**config.mk**
```make
export PLATFORM = sky130hd
export DESIGN_NAME = digit_sum_key_sorter_unit
export DESIGN_NICKNAME = d
export VERILOG_FILES = /design/src/rtl/dsks_pkg.sv /design/src/rtl/dsks_ctrl.sv /design/src/rtl/dsks_datapath.sv /design/src/rtl/digit_sum_key_sorter_unit.sv
export SDC_FILE = /design/constraint.sdc
export NUM_CORES = 2
export LEC_CHECK = 0
export BUFFER_PORTS_ARGS = -buffer_cell sky130_fd_sc_hd__buf_2
export CAP_MARGIN = 20
export CORE_UTILIZATION = 37
export DETAILED_ROUTE_END_ITERATION = 7
export SYNTH_ARGS = -nofsm -noshare
export SYNTH_HDL_FRONTEND = slang
export SYNTH_SLANG_ARGS = --single-unit
```
**constraint.sdc**
```tcl
create_clock -name clk -period 9.1 [get_ports clk]
set_clock_uncertainty 0.1 [all_clocks]
set_input_delay 0.455 -clock clk [delete_from_list [all_inputs] [get_ports clk]]
set_output_delay 0.455 -clock clk [all_outputs]
set_load 0.01 [all_outputs]
```
**src/rtl/dsks_pkg.sv**
```systemverilog
// ----------------------------------------------------------------------------
// dsks_pkg
// Shared constants and controller/datapath interface types for the digit-sum
// key sorter.
// ----------------------------------------------------------------------------
package dsks_pkg;

	localparam int MAX_ITEMS_DEF = 64;
	localparam int VALUE_W       = 31;
	localparam int SUM_W         = 7;
	localparam int RADIX         = 10;
	// floor(v / 10) == (v * RECIP_10) >> RECIP_SHIFT for any 32-bit v
	localparam logic [31:0] RECIP_10    = 32'hCCCC_CCCD;
	localparam int          RECIP_SHIFT = 35;

	typedef struct packed {
		logic capture;      // latch input transfer, clear digit sum
		logic mul_en;       // register quotient of current value by ten
		logic acc_en;       // add remainder digit, advance to quotient
		logic ins_init;     // start insertion at fill position
		logic shift_en;     // move entry one place toward the end
		logic place_en;     // write new entry, bump fill count
		logic drain_rd;     // read entry at drain position
		logic emit_load;    // load output register, advance drain
	} cmd_t;

	typedef struct packed {
		logic digits_done;
		logic full;
		logic empty;
		logic goes_first;
		logic pos_is_one;
		logic last_in;
		logic last_entry;
		logic out_free;
	} sts_t;

endpackage

```
**src/rtl/dsks_ctrl.sv**
```systemverilog
// ----------------------------------------------------------------------------
// dsks_ctrl
// Sequencer for digit summation, insertion and drain of the sorted store.
// ----------------------------------------------------------------------------
module dsks_ctrl (
	input  logic          clk,
	input  logic          arst_n,
	input  logic          in_valid,
	output logic          in_stall,
	input  dsks_pkg::sts_t sts,
	output dsks_pkg::cmd_t cmd
);

	typedef enum logic [7:0] {
		ST_IDLE  = 8'b0000_0001,
		ST_MUL   = 8'b0000_0010,
		ST_ACC   = 8'b0000_0100,
		ST_INS   = 8'b0000_1000,
		ST_SHIFT = 8'b0001_0000,
		ST_PLACE = 8'b0010_0000,
		ST_RD    = 8'b0100_0000,
		ST_EMIT  = 8'b1000_0000
	} state_t;

	state_t state_q, state_d;
	logic   draining_q, draining_d;
	logic   accept;

	assign in_stall = (state_q != ST_IDLE);
	assign accept   = in_valid && !in_stall;

	always_comb begin
		state_d    = state_q;
		draining_d = draining_q;
		cmd        = '0;
		case (state_q)
			ST_IDLE: begin
				if (accept) begin
					if (draining_q) begin
						cmd.drain_rd = 1'b1;
						state_d      = ST_EMIT;
					end else begin
						cmd.capture = 1'b1;
						state_d     = ST_MUL;
					end
				end
			end
			ST_MUL: begin
				cmd.mul_en = 1'b1;
				state_d    = ST_ACC;
			end
			ST_ACC: begin
				cmd.acc_en = 1'b1;
				state_d    = sts.digits_done ? ST_INS : ST_MUL;
			end
			ST_INS: begin
				cmd.ins_init = 1'b1;
				if (sts.full) begin
					draining_d = sts.last_in;
					state_d    = sts.last_in ? ST_RD : ST_IDLE;
				end else if (sts.empty) begin
					state_d = ST_PLACE;
				end else begin
					state_d = ST_SHIFT;
				end
			end
			ST_SHIFT: begin
				if (sts.goes_first) begin
					cmd.shift_en = 1'b1;
					if (sts.pos_is_one) begin
						state_d = ST_PLACE;
					end
				end else begin
					state_d = ST_PLACE;
				end
			end
			ST_PLACE: begin
				cmd.place_en = 1'b1;
				draining_d   = sts.last_in;
				state_d      = sts.last_in ? ST_RD : ST_IDLE;
			end
			ST_RD: begin
				cmd.drain_rd = 1'b1;
				state_d      = ST_EMIT;
			end
			ST_EMIT: begin
				if (sts.out_free) begin
					cmd.emit_load = 1'b1;
					if (sts.last_entry) begin
						draining_d = 1'b0;
					end
					state_d = ST_IDLE;
				end
			end
			default: begin
				state_d    = ST_IDLE;
				draining_d = 1'b0;
			end
		endcase
	end

	always_ff @(posedge clk or negedge arst_n) begin
		if (!arst_n) begin
			state_q    <= ST_IDLE;
			draining_q <= 1'b0;
		end else begin
			state_q    <= state_d;
			draining_q <= draining_d;
		end
	end

endmodule

```
**src/rtl/dsks_datapath.sv**
```systemverilog
// ----------------------------------------------------------------------------
// dsks_datapath
// Digit-sum unit, sorted entry store with single write / registered read,
// counters and output register.
// ----------------------------------------------------------------------------
module dsks_datapath #(
	parameter int MAX_ITEMS = dsks_pkg::MAX_ITEMS_DEF
) (
	input  logic                          clk,
	input  logic                          arst_n,
	input  logic [dsks_pkg::VALUE_W-1:0]  value,
	input  logic                          final_item,
	input  dsks_pkg::cmd_t                cmd,
	output dsks_pkg::sts_t                sts,
	output logic [dsks_pkg::VALUE_W-1:0]  sorted_value,
	output logic [dsks_pkg::SUM_W-1:0]    digit_total,
	output logic                          overflowed,
	output logic                          end_of_run,
	output logic                          out_valid,
	input  logic                          out_stall
);

	localparam int VW = dsks_pkg::VALUE_W;
	localparam int SW = dsks_pkg::SUM_W;
	localparam int EW = VW + SW;
	localparam int CW = $clog2(MAX_ITEMS + 1);
	localparam int AW = (MAX_ITEMS > 1) ? $clog2(MAX_ITEMS) : 1;
	localparam int QW = 64 - dsks_pkg::RECIP_SHIFT;

	// digit-sum unit
	logic [VW-1:0] new_val_q;
	logic [VW-1:0] cur_q;
	logic [QW-1:0] quot_q;
	logic [SW-1:0] new_sum_q;
	logic          last_in_q;
	logic [63:0]   prod;
	logic [VW-1:0] quot_ext;
	logic [VW-1:0] rem_full;

	assign prod     = {1'b0, cur_q} * dsks_pkg::RECIP_10;
	assign quot_ext = VW'(quot_q);
	assign rem_full = cur_q - ((quot_ext << 3) + (quot_ext << 1));

	always_ff @(posedge clk) begin
		if (cmd.capture) begin
			new_val_q <= value;
			cur_q     <= value;
			last_in_q <= final_item;
			new_sum_q <= '0;
		end
		if (cmd.mul_en) begin
			quot_q <= prod[63:dsks_pkg::RECIP_SHIFT];
		end
		if (cmd.acc_en) begin
			new_sum_q <= new_sum_q + SW'(rem_full[3:0]);
			cur_q     <= quot_ext;
		end
	end

	// sorted store
	logic [EW-1:0] mem [MAX_ITEMS];
	logic [EW-1:0] rd_q;
	logic [CW-1:0] fill_q;
	logic [CW-1:0] pos_q;
	logic [CW-1:0] drain_pos_q;
	logic          drop_q;
	logic          rd_en;
	logic [CW-1:0] rd_addr;
	logic          wr_en;
	logic [EW-1:0] wr_data;
	logic          full;
	logic          empty;
	logic          last_entry;
	logic [VW-1:0] rd_val;
	logic [SW-1:0] rd_sum;

	assign full       = (fill_q == CW'(MAX_ITEMS));
	assign empty      = (fill_q == '0);
	assign last_entry = ((drain_pos_q + CW'(1)) >= fill_q);
	assign rd_val     = rd_q[VW-1:0];
	assign rd_sum     = rd_q[EW-1:VW];

	always_comb begin
		rd_en   = 1'b0;
		rd_addr = drain_pos_q;
		if (cmd.ins_init) begin
			rd_en   = !empty;
			rd_addr = fill_q - CW'(1);
		end else if (cmd.shift_en) begin
			rd_en   = (pos_q != CW'(1));
			rd_addr = pos_q - CW'(2);
		end else if (cmd.drain_rd) begin
			rd_en   = 1'b1;
			rd_addr = drain_pos_q;
		end
	end

	assign wr_en   = cmd.shift_en || cmd.place_en;
	assign wr_data = cmd.shift_en ? rd_q : {new_sum_q, new_val_q};

	always_ff @(posedge clk) begin
		if (wr_en) begin
			mem[pos_q[AW-1:0]] <= wr_data;
		end
		if (rd_en) begin
			rd_q <= mem[rd_addr[AW-1:0]];
		end
	end

	always_ff @(posedge clk or negedge arst_n) begin
		if (!arst_n) begin
			fill_q      <= '0;
			pos_q       <= '0;
			drain_pos_q <= '0;
			drop_q      <= 1'b0;
		end else begin
			if (cmd.ins_init) begin
				pos_q <= fill_q;
				if (full) begin
					drop_q <= 1'b1;
				end
			end
			if (cmd.shift_en) begin
				pos_q <= pos_q - CW'(1);
			end
			if (cmd.place_en) begin
				fill_q <= fill_q + CW'(1);
			end
			if (cmd.emit_load) begin
				if (last_entry) begin
					fill_q      <= '0;
					drain_pos_q <= '0;
					drop_q      <= 1'b0;
				end else begin
					drain_pos_q <= drain_pos_q + CW'(1);
				end
			end
		end
	end

	// output register
	logic out_valid_q;

	always_ff @(posedge clk or negedge arst_n) begin
		if (!arst_n) begin
			out_valid_q <= 1'b0;
		end else if (cmd.emit_load) begin
			out_valid_q <= 1'b1;
		end else if (!out_stall) begin
			out_valid_q <= 1'b0;
		end
	end

	always_ff @(posedge clk) begin
		if (cmd.emit_load) begin
			sorted_value <= rd_val;
			digit_total  <= rd_sum;
			overflowed   <= drop_q;
			end_of_run   <= last_entry;
		end
	end

	assign out_valid = out_valid_q;

	// status
	always_comb begin
		sts             = '0;
		sts.digits_done = (quot_q == '0);
		sts.full        = full;
		sts.empty       = empty;
		sts.goes_first  = (new_sum_q != rd_sum) ? (new_sum_q > rd_sum) : (new_val_q < rd_val);
		sts.pos_is_one  = (pos_q == CW'(1));
		sts.last_in     = last_in_q;
		sts.last_entry  = last_entry;
		sts.out_free    = !out_valid_q || !out_stall;
	end

endmodule

```
**src/rtl/digit_sum_key_sorter_unit.sv**
```systemverilog
// ----------------------------------------------------------------------------
// digit_sum_key_sorter_unit
// Loads a set of values, keeps them ordered by descending decimal digit sum
// (ties by ascending value) and drains them one result per transfer.
// ----------------------------------------------------------------------------
// A loading transfer runs the divide-by-ten multiply and accumulate loop once
// per decimal digit of the value (1 to 10 digits), sets up the insertion,
// moves aside each stored entry that is to follow it, one at a time (the
// store has one write port) and places the new entry. The transfer flagged
// final_item then returns the first result; every further input transfer
// during the drain is ignored and returns the next result: the entry is
// read, then the output register is loaded once it is no longer held. The
// last result carries end_of_run; the store then starts empty. Values beyond
// MAX_ITEMS are dropped and overflowed is set on every result of that run.
// ----------------------------------------------------------------------------
module digit_sum_key_sorter_unit #(
	parameter int MAX_ITEMS = dsks_pkg::MAX_ITEMS_DEF
) (
	input  logic                         clk,
	input  logic                         arst_n,
	input  logic                         in_valid,
	output logic                         in_stall,
	input  logic [dsks_pkg::VALUE_W-1:0] value,
	input  logic                         final_item,
	output logic                         out_valid,
	input  logic                         out_stall,
	output logic [dsks_pkg::VALUE_W-1:0] sorted_value,
	output logic [dsks_pkg::SUM_W-1:0]   digit_total,
	output logic                         overflowed,
	output logic                         end_of_run
);

	dsks_pkg::cmd_t cmd;
	dsks_pkg::sts_t sts;

	dsks_ctrl u_ctrl (
		.clk      (clk),
		.arst_n   (arst_n),
		.in_valid (in_valid),
		.in_stall (in_stall),
		.sts      (sts),
		.cmd      (cmd)
	);

	dsks_datapath #(
		.MAX_ITEMS (MAX_ITEMS)
	) u_datapath (
		.clk          (clk),
		.arst_n       (arst_n),
		.value        (value),
		.final_item   (final_item),
		.cmd          (cmd),
		.sts          (sts),
		.sorted_value (sorted_value),
		.digit_total  (digit_total),
		.overflowed   (overflowed),
		.end_of_run   (end_of_run),
		.out_valid    (out_valid),
		.out_stall    (out_stall)
	);

endmodule

```
Word-level counts from Yosys, hierarchy flattened
Memory sizes are Yosys's and may differ from the RTL's. A register that Yosys moved wholly into a read port is not among the register bits.
Index checks and enable logic that the tools add are counted.
{"block": "classes", "n_addsub": 8, "n_mul": 1, "div": 0, "order_cmp": 3, "n_eq_ne": 19, "shifts": 0, "mux": 53, "n_bitwise": 1, "n_reduce_logical": 14}
{"cell": "8-bit case mux with 8 select lines", "count": 1}
{"cell": "31-bit by 32-bit multiplier with 63-bit output (second input constant)", "count": 1}
{"cell": "7-bit two-way mux", "count": 9}
{"cell": "8-bit two-way mux", "count": 6}
{"cell": "38-bit two-way mux", "count": 1}
{"cell": "31-bit less-than comparator", "count": 1}
{"cell": "29-bit zero test", "count": 1}
{"cell": "29-bit two-way mux", "count": 1}
{"cell": "1-bit two-way mux", "count": 28}
{"cell": "28-bit two-way mux", "count": 1}
{"cell": "6-bit two-way mux", "count": 3}
{"cell": "7-bit by 1-bit adder with 7-bit output (second input constant)", "count": 2}
{"cell": "8-bit by 1-bit equality test with 1-bit output (second input constant)", "count": 1}
{"cell": "8-bit by 2-bit equality test with 1-bit output (second input constant)", "count": 1}
{"cell": "8-bit by 3-bit equality test with 1-bit output (second input constant)", "count": 1}
{"cell": "8-bit by 4-bit equality test with 1-bit output (second input constant)", "count": 1}
{"cell": "8-bit by 5-bit equality test with 1-bit output (second input constant)", "count": 1}
{"cell": "8-bit by 6-bit equality test with 1-bit output (second input constant)", "count": 1}
{"cell": "8-bit by 7-bit equality test with 1-bit output (second input constant)", "count": 1}
{"cell": "8-bit equality test (second input constant)", "count": 1}
{"cell": "2-bit by 1-bit != test with 1-bit output (second input constant)", "count": 4}
{"cell": "8-bit by 1-bit != test with 1-bit output (second input constant)", "count": 1}
{"cell": "7-bit by 4-bit adder with 7-bit output", "count": 1}
{"cell": "7-bit by 1-bit equality test with 1-bit output (second input constant)", "count": 1}
{"cell": "other kinds (24)", "count": 29}
{"block": "totals", "register_bits": 170, "latchBits": 0, "mem_bits_rw": 2432, "mem_bits_ro": 0, "input_bits": 36, "out_inout_bits": 42, "wordCells": 118, "mem_count": 1}
{"name": "u_datapath.mem", "words": 64, "word_bits": 38, "rd": 1, "rd_clocked_by_memory_dff": 1, "wr": 1, "line": "dsks_datapath.sv:61", "source": "logic [EW-1:0] mem [MAX_ITEMS];"}

Longest topological paths before layout
{"block": "logic_depth", "depth_word": 8, "mapped_depth": 30, "depth_no_buf": 30}

Cells and area by module
Synthesis repeated with hierarchy kept, for this count alone.
{"block": "unflattened", "hier_cells": 6548, "area_unflattened_um2": 115204.2}
{"module": "dsks_datapath", "n_inst": 1, "cells_each": 6480, "area_each_um2": 114567.4, "seq_area_each_um2": 78870.6}
{"module": "dsks_ctrl", "n_inst": 1, "cells_each": 68, "area_each_um2": 636.9, "seq_area_each_um2": 226.5}

Worst setup path before layout
Ideal clock, no wire load.
{"block": "synth_path", "path_type": "register to register", "from": "register u_datapath.cur_q[16]", "to": "register u_datapath.quot_q[27] (data pin)", "setup_time_ns": 0.264, "arrival_ns": 6.839, "t_required_ns": 8.736, "slack_ns": 1.897, "path_stages_with_launch": 26, "path_buffers": 0, "period_less_slack_ns": 7.203, "path_cell_list": "edfxtp_1 > ha_1 > fa_1 > inv_1 > fa_1 > inv_1 > fa_1 > fa_1 > fa_1 > fa_1 > inv_1 > fa_1 > inv_1 > ha_1 > a21o_1 > a21o_1 > a21oi_1 > o211ai_1 > o211ai_1 > o2111ai_1 > nand3_1 > a21oi_1 > nor4_1 > o31ai_1 > a221oi_1 > xnor2_1"}
{"block": "synth_between", "elab_chain_len": 1}
{"element": "start: declaration", "line": "dsks_datapath.sv:32", "source": "logic [VW-1:0] cur_q;"}
{"element": "start signal: assignment", "line": "dsks_datapath.sv:47", "source": "cur_q <= value;"}
{"element": "start signal: assignment", "line": "dsks_datapath.sv:56", "source": "cur_q <= quot_ext;"}
{"element": "31-bit by 32-bit multiplier with 63-bit output", "line": "dsks_datapath.sv:40", "source": "assign prod = {1'b0, cur_q} * dsks_pkg::RECIP_10;"}
{"element": "named net u_datapath.prod[62]", "line": "dsks_datapath.sv:36", "source": "logic [63:0] prod;"}
{"element": "end signal: assignment", "line": "dsks_datapath.sv:52", "source": "quot_q <= prod[63:dsks_pkg::RECIP_SHIFT];"}
{"element": "end: declaration", "line": "dsks_datapath.sv:33", "source": "logic [QW-1:0] quot_q;"}
The timed path passes the listed nets, and every way through them passes these cells.
A chain may end at the register's enable or synchronous reset.

Worst setup path in the final report
Ends and elaborated chain as after synthesis.

==> metrics <==
Crit Path Class reg2reg; crit path time final 8.344 ns; drt first-iter violations 11.02k; clk sink count 2640; share of the synthesized area in the top cell type 67.19%; cell area after synthesis 0.1165 mm2; routability cong. 0.9142; Post-Synth Adder-Cell Area 7.881%; RSZ-0062 raised after global routing false; mux cell area share after synthesis 3.604%; post-DP HPWL 229500 um; initial antenna violation count 34; share of cells above drive strength 1 9.806%; Root Driver clkbuf_16; Met1 Routed Length 154800 um; Mapped Nets 8934; Tcrit/Tclk final 91.69%; IO Count 78; die height 563.1 um; largest fanout on the critical path 5; total congestion overflow 0; Critical Path Max Stage Delay 0.67 ns; I/O Buffers 77; Seq cells post-synth 2640; most numerous cell in the Yosys netlist edfxtp_1; startpoint types register; Area Growth Syn to Fin 13.46%; met3 WL post-DR 44040 um; Worst path top cell family by delay adder cells; largest family of logic cells by synthesized area simple AND/OR/NAND/NOR gates; final setup TNS 0 ns; CP most frequent cell fa_1; post-synthesis sequential area ratio 67.91%; Worst Max-Slew Pin Slew 1.182 ns; DIE AREA 0.3170 mm2; first-pass GRT wire length 535800 um; post-synthesis cell type count 96; status finished, final reports clean; Final Hold Vio Count 0; final setup violating endpoints 0; vias in the first global route 71.63k; yosys warns 0; total number of vias 74.85k; H-Tree Depth 5; wire length on met2 170000 um; Filler Cell Count 28.04k; Synth area leader edfxtp_1; Worst-path clk slew 0.06 ns; Finished Cell Area 0.1321 mm2; Top Metal Used met5; HP Class in2async; Post-Route WL 382000 um; Synth Area in Simple Gates 9.046%; CORE AREA 0.3124 mm2; Worst path slowest cell fa_1; First-pass DRT Iterations 8; Post-synth top cells edfxtp_1, nand2_1, mux2i_1; worst-skew pair later-pin latency 0.89 ns; number of nets in the layout 9089; Horiz. Die Dim 563.1 um; Synth async-reset ratio 1.212%; Worst EP required 9.57 ns; Detail Route Antenna Nets 0; Main synth FF type edfxtp_1; Synth Area in Compound Gates 7.771%; DRC 0; xor and xnor fraction of the mapped netlist area 0.5640%; r2r setup slk 0.76 ns; CTS tree yes; Post-synth EDFFs 2606; clk buf depth 4; Bufs and invs on worst path 4; worst setup path startpoint u_datapath.cur_q[16]; vias per inst 5.841; Critical Path AT 8.81 ns; Critical R2R Launch u_datapath.cur_q[16]; Rel. slew slack 21.19%; Synth area leaders edfxtp_1, nand2_1, fa_1; CP endpoint kind register; placed instance area 0.1229 mm2; largest net degree at the start of global routing 164; total track usage 23.59%; max-cap viol count 0; Starting Density 37.28%; Slew Limit Fails 0; Avg Cell Area, Syn 14.03 um2; wire per inst 29.81 um; row cnt 205; Num CTS Buffers 281; fmax 0.1199 GHz; postcts setup bufs 0; Post-Syn Instances 8303
[metal layers]
metal / GRT usage (%) / up-vias
li1: - / 31400
met1: 33.13 / 38210
met2: 36.15 / 4536
met3: 5.605 / 674
met4: 7.260 / 32
met5: 0 / -
[metrics by stage]
| stage | hold WS [ns] | util [%] | setup WS (ns) | std cells |
|---|---|---|---|---|
| floorplan | 0.05941 | - | 1.897 | 8303 |
| global route | 0.2022 | 42.30 | 0.3318 | 12810 |
| finish | 0.1510 | 42.30 | 0.7563 | 12820 |
| detailed placement | 0.3414 | 39.32 | 0.7882 | 12280 |
| global placement | 0.3395 | 39.27 | 0.8723 | 12270 |
| CTS | 0.1468 | 42.27 | 0.7400 | 12800 |
[cells by family after synthesis]
family / Yosys count
multiplexers: 419
adder cells (fa/ha/maj): 595
buffers and inverters: 840
flip-flops: 2640
XOR/XNOR: 75
AND/OR/NAND/NOR: 2420
AO/OA/AOI/OAI: 1314
[worst paths after layout]
kind	depth (start not counted)	endpoint
min in group clk	2	u_datapath.last_in_q
max reg2reg	25	u_datapath.quot_q[27]
max	25	u_datapath.quot_q[27]
min reg2reg	0	u_datapath.sorted_value[22]
min	2	u_datapath.pos_q[5]
max in group asynchronous	2	u_ctrl.state_q[3]
[sequential cells by signal (all words and copies together) (netlist names), 8 cells and up]
signal,count
u_datapath.sorted_value,31
u_datapath.rd_q,38
u_ctrl.state_q,8
u_datapath.new_val_q,31
u_datapath.cur_q,31
u_datapath.mem,2432
u_datapath.quot_q,28
[repair_timing]
action                    4_1_cts  5_1_grt
hold buffers                   35        0
resized for setup               0        0
hold endpoints to repair       96        0
[worst register-to-register path, cell delays in order (launching register included)]
cell and delay (ns):
edfxtp_1 0.51, ha_1 0.42, fa_1 0.62, inv_1 0.07
fa_1 0.51, inv_1 0.09, fa_1 0.67, fa_1 0.51
fa_1 0.48, fa_1 0.50, inv_1 0.05, fa_1 0.48
inv_1 0.04, ha_1 0.31, a21o_1 0.13, a21o_1 0.11
a21oi_1 0.07, o211ai_1 0.19, o211ai_1 0.26, a31oi_1 0.37
nand3_1 0.30, a21oi_1 0.36, nor4_1 0.13, o31ai_1 0.49
a221oi_1 0.17, xnor2_1 0.16
[layout make-up]
class / instances / area [um2] / share of cell area [%]
multi-input combinational: 4823 / 34740 / 26.29
tap: 4140 / 5180 / 3.920
sequential: 2640 / 79100 / 59.85
timing repair buffer: 332 / 2830 / 2.142
clock buffer: 347 / 7457 / 5.643
clock inverter: 146 / 1403 / 1.061
antenna: 7 / 17.52 / 0.01326
inverter: 380 / 1426 / 1.079
[cell usage in the layout, fill, tap and decap left out, types with 48 or more instances in the layout]
master	synthesis	layout
edfxtp_1	2606	2606
nand2_1	1554	1552
buf_2	202	77
nand4_1	65	65
mux2i_1	416	416
clkbuf_16	0	287
nor2_1	157	86
a22oi_1	118	118
a31oi_1	137	137
a21oi_1	394	393
clkinv_2	0	50
a221oi_1	83	83
o21ai_0	111	74
clkbuf_1	148	55
a32oi_1	80	80
a221o_1	48	48
nor2_4	1	73
inv_1	379	379
buf_4	42	185
clkinv_1	1	48
fa_1	231	231
nand3_1	394	391
xnor2_1	49	49
ha_1	364	364
Power is left out: the tool's default activity adds up to more than one toggle a clock period on the data nets, which glitch-free logic cannot reach.
